### src/sv/carv_mac.sv
// ----------------------------------------------------------------------------
// carv_mac
// Shared multiply unit: 34x18 signed product, registered.
// ----------------------------------------------------------------------------
module carv_mac (
   input  logic                clock,
   input  logic signed [33:0]  op_a,
   input  logic signed [17:0]  op_b,
   output logic signed [51:0]  prod
);
   // Register the product
   always_ff @(posedge clock) begin
      prod <= 52'(op_a * op_b);
   end
endmodule

### config.mk
export PLATFORM = sky130hd
export DESIGN_NAME = carv_mac
export DESIGN_NICKNAME = d
export VERILOG_FILES = /design/src/sv/carv_mac.sv
export SDC_FILE = /design/constraint.sdc
export NUM_CORES = 2
export LEC_CHECK = 0
export ABC_AREA = 1
export ABC_CLOCK_PERIOD_IN_PS = 7300
export BUFFER_PORTS_ARGS = -buffer_cell sky130_fd_sc_hd__buf_2
export CAP_MARGIN = 20
export CORE_MARGIN = 1
export CORE_UTILIZATION = 30
export CTS_CLUSTER_DIAMETER = 60
export DETAILED_ROUTE_END_ITERATION = 10
export GPL_TIMING_DRIVEN = 0
export SLEW_MARGIN = 10
export SYNTH_ARGS = -nofsm -noshare
export SYNTH_HDL_FRONTEND = slang
export SYNTH_SLANG_ARGS = --single-unit
### constraint.sdc
create_clock -name clock -period 7.3 [get_ports clock]
set_input_delay 0.365 -clock clock [delete_from_list [all_inputs] [get_ports clock]]
set_output_delay 0.365 -clock clock [all_outputs]
set_load 0.02 [all_outputs]
* Word-level counts from Yosys, hierarchy flattened
Index checks and enable logic that the tools add are counted.
W data, S select, Z words.
** Operators by class
- $add $sub $neg :: 0
- $mul :: 1
- Divide/modulo/power cells :: 0
- $lt $le $gt $ge :: 0
- Equal/unequal tests :: 0
- Shift operators :: 0
- Mux-type cells :: 0
- Bitwise logic cells :: 0
- Reduce and logical (&&, ||, !) cells :: 0
** Operator list (count)
- $mul A34 B18 Y52 :: 1
** Storage, ports and cells
- Flip-flop bits (word level) :: 52
- Bits in latches :: 0
- RAM bits :: 0
- Memory bits (read-only) :: 0
- Input port bits :: 53
- Output and inout port bits :: 52
- Logic and storage cells :: 2
- Memories :: 0

* Logic depth before layout (Yosys ltp)
- Depth after elaboration :: 1
- Depth in mapped cells :: 29
- Depth with buffers taken out :: 27

* Worst setup path after synthesis
No wires, ideal clock.
- Path kind :: input port to flip-flop
- Start point :: input op_a[33]
- End point :: register prod[47]
- Library setup time :: 114 ps
- Arrival time :: 5559 ps
- Required time :: 7186 ps
- Setup slack :: 1627 ps
- Stages :: 22
- Buffers on the path :: 2
- Cells stage by stage :: clkbuf_1 clkbuf_1 nand2_1 fa_1 inv_1 fa_1 inv_1 fa_1 fa_1 fa_1 fa_1 inv_1 ha_1 nand2_1 nor2_1 inv_1 nor2_1 nand2_1 nor2_1 nand2_1 nand4_1 nand2_1
** On the way
- Cells in the longest elaborated chain, start to end :: 1
** Ends and longest elaborated chain
- from (decl) :: line 7 : input logic signed [33:0] op_a,
- $mul A34 B18 Y52 :: line 13 : prod <= 52'(op_a * op_b);
- to (signal assigned) :: line 13
- to (decl) :: line 9 : output logic signed [51:0] prod
No other way between the ends.

* Worst setup path after layout
- Start point :: input op_b[8]
- End point :: register prod[47]
** On the way
- Cells in the longest elaborated chain, start to end :: 1
** Ends and longest elaborated chain
- from (decl) :: line 8 : input logic signed [17:0] op_b,
- $mul A34 B18 Y52 :: line 13
No other way between the ends.

==> run summary <==
Clock Pin Slew Worst Setup and Hold Paths: 80 ps
Fill count: 8714
Final setup margin: 418.4 ps
Hold WC Path Type: in -> reg
Largest net degree at the start of global routing: 19
Most flops, register: prod
Hold EP: prod[0]$_DFF_P_
Pre-CTS setup slack: -22.04 ps
Dpl hpwl: 67470 um
Number of global-route vias before repair: 20970
Initial DRC count: 1596
Die footprint: 81830 um^2
DRT Pass-1 Iters: 5
Syn-to-layout area delta: 7.159%
Synthesized area per cell: 7.421 um^2
Seq/Total Area, Yosys: 4.300%
Routed len/inst: 18.06 um
Final hold viol count: 0
H-tree depth: 2
Mapped Cells: 3262
Synth top area share: 48.38%
RePlAce Congestion: 0.9662
Largest regs: prod x52
DIE HEIGHT: 286.1 um
Inserted Clock Buffers: 5
Synthesized cell area: 24210 um^2
Fin crit period: 6882 ps
Port bufs: 53
Fmax: 145.3 MHz
Core Rows: 103
IO Count: 105
Vias/cell: 4.546
Crit path kind: in -> reg
Setup crit end kind: register
Final Setup Violations: 0
Synth area leaders: fa_1 (48%), inv_1 (17%), nand2_1 (15%)
Antenna cells: 0
Critical Path Start Type: input port
Share of post-route cells with drive strength above 1: 3.431%
Initial antenna violation count: 0
Final Cycle Share: 94.27%
Max reg flops: 52
Slew headroom: 23.81%
Worst EP required: 7500 ps
Status: finished clean
Worst-Margin Slew: 1143 ps
Most frequent cells in the layout: inv_1 (1093), nand2_1 (984), fa_1 (585), clkbuf_1 (129), ha_1 (125)
DRT antenna net count: 0
First-pass GRT wire length: 122200 um
Crit-path max FO: 10
Netlist cell types: 28
Hold path depth: 3
Synthesized net count: 4025
Core area: 79390 um^2
Initial Utilization: 30.49%
Die span in x: 286.1 um
Root buffer cell: clkbuf_16
Clk sink count: 52
Slew Limit Fails: 0
Final Net Count: 4085
Maximum clock path buffer count: 2
Vias: 19880
Cts hold-fix bufs: 0
Routed WL: 78970 um
CP arrival: 7080 ps
Synth warnings: 0
GRT Resource Usage Total: 19.97%
Grt ovf: 0
Synthesized flop and latch total: 52
Postcts setup bufs: 0
Hold Startpoint: op_b[0]
Dominant cell type by area after synthesis: fa_1
Commonest non-fill, non-tap cell in the layout: inv_1
RSZ-0062 raised after global routing: false
Maxcap violations: 0
CTS tree: built
Post-route DRC: 0
## worst max-delay path by stage
stage | endpoint | slack, ps | startpoint
after floorplan | prod[47]$_DFF_P_ | 1630 | op_a[33]
after global placement | prod[47]$_DFF_P_ | 20 | op_b[6]
after detailed placement | prod[47]$_DFF_P_ | -20 | op_b[6]
after CTS | prod[47]$_DFF_P_ | 300 | op_b[6]
after global routing | prod[47]$_DFF_P_ | 70 | op_b[7]
final | prod[47]$_DFF_P_ | 420 | op_b[8]
## per-stage QoR
stage	hold WS, ps	std cells	setup TNS [ps]	utilization, %	area, um^2
3_3_place_gp	759.0	4365	0	32.48	25790
4_1_cts	399.1	4373	0	32.67	25940
3_5_place_dp	744.6	4365	-22.04	32.48	25790
2_1_floorplan	639.8	3262	0	-	24210
6_report	418.6	4373	0	32.68	25940
5_1_grt	441.3	4373	0	32.68	25940
## worst max-delay path, cell delays in order
cell and delay (ps):
clkbuf_1 670, clkbuf_1 750, nand2_1 150, fa_1 570, inv_1 70, fa_1 790, inv_1 120, fa_1 500
fa_1 570, fa_1 440, fa_1 490, inv_1 50, ha_1 440, nand2_1 120, nor2_1 170, inv_1 80
nor2_1 210, nand2_1 110, nor2_1 90, nand2_1 110, nand4_1 120, nand2_1 70
## logic make-up (layout without fill, tap and decap cells)
family	count (synthesis)	after routing	share of synthesized area, %
flops	52	52	4.300
xor+xnor	29	29	1.049
simple gates	1184	1184	19.53
compound gates	47	47	1.049
buf+inv	1240	1301	19.23
fa+ha+maj	710	710	54.84
## final cells by class
type / instances / area (um^2) / area share [%]
Multi-Input combinational cell: 1970 / 18510 / 71.36
Inverter: 1101 / 4133 / 15.93
Tap cell: 1050 / 1314 / 5.065
Sequential cell: 52 / 1041 / 4.013
Buffer: 139 / 523.0 / 2.016
Timing Repair Buffer: 53 / 265.3 / 1.023
Clock buffer: 5 / 125.1 / 0.4823
Clock inverter: 3 / 27.53 / 0.1061
## cell usage after synthesis, drive strengths merged
cell type  count
o21ai          4
o21bai         4
inv         1100
xor2          23
buf            9
ha           125
nand3b         3
nor2          98
a21oi         37
nand4         17
nor3          14
a21o           2
clkinv         1
clkbuf       130
fa           585
xnor2          6
or2            6
dfxtp         52
nand3         48
and2           1
nand2        997
## per-layer routing
metal | GRT usage (%) | vias up | part of all wire, %
met4 | 8.075 | 0 | 4.6
met1 | 24.94 | 9861 | 39
met5 | 0 | - | 0
met2 | 33.57 | 861 | 47
li1 | - | 8984 | -
met3 | 4.099 | 173 | 9.3
## what timing repair did
action	CTS	global route
gates resized for setup	0	3
endpoints found under the setup margin	0	3
endpoints found under the hold margin	0	0
Power is not shown: default switching activity piles up to over one toggle a cycle in this logic, so the estimate is an artifact.
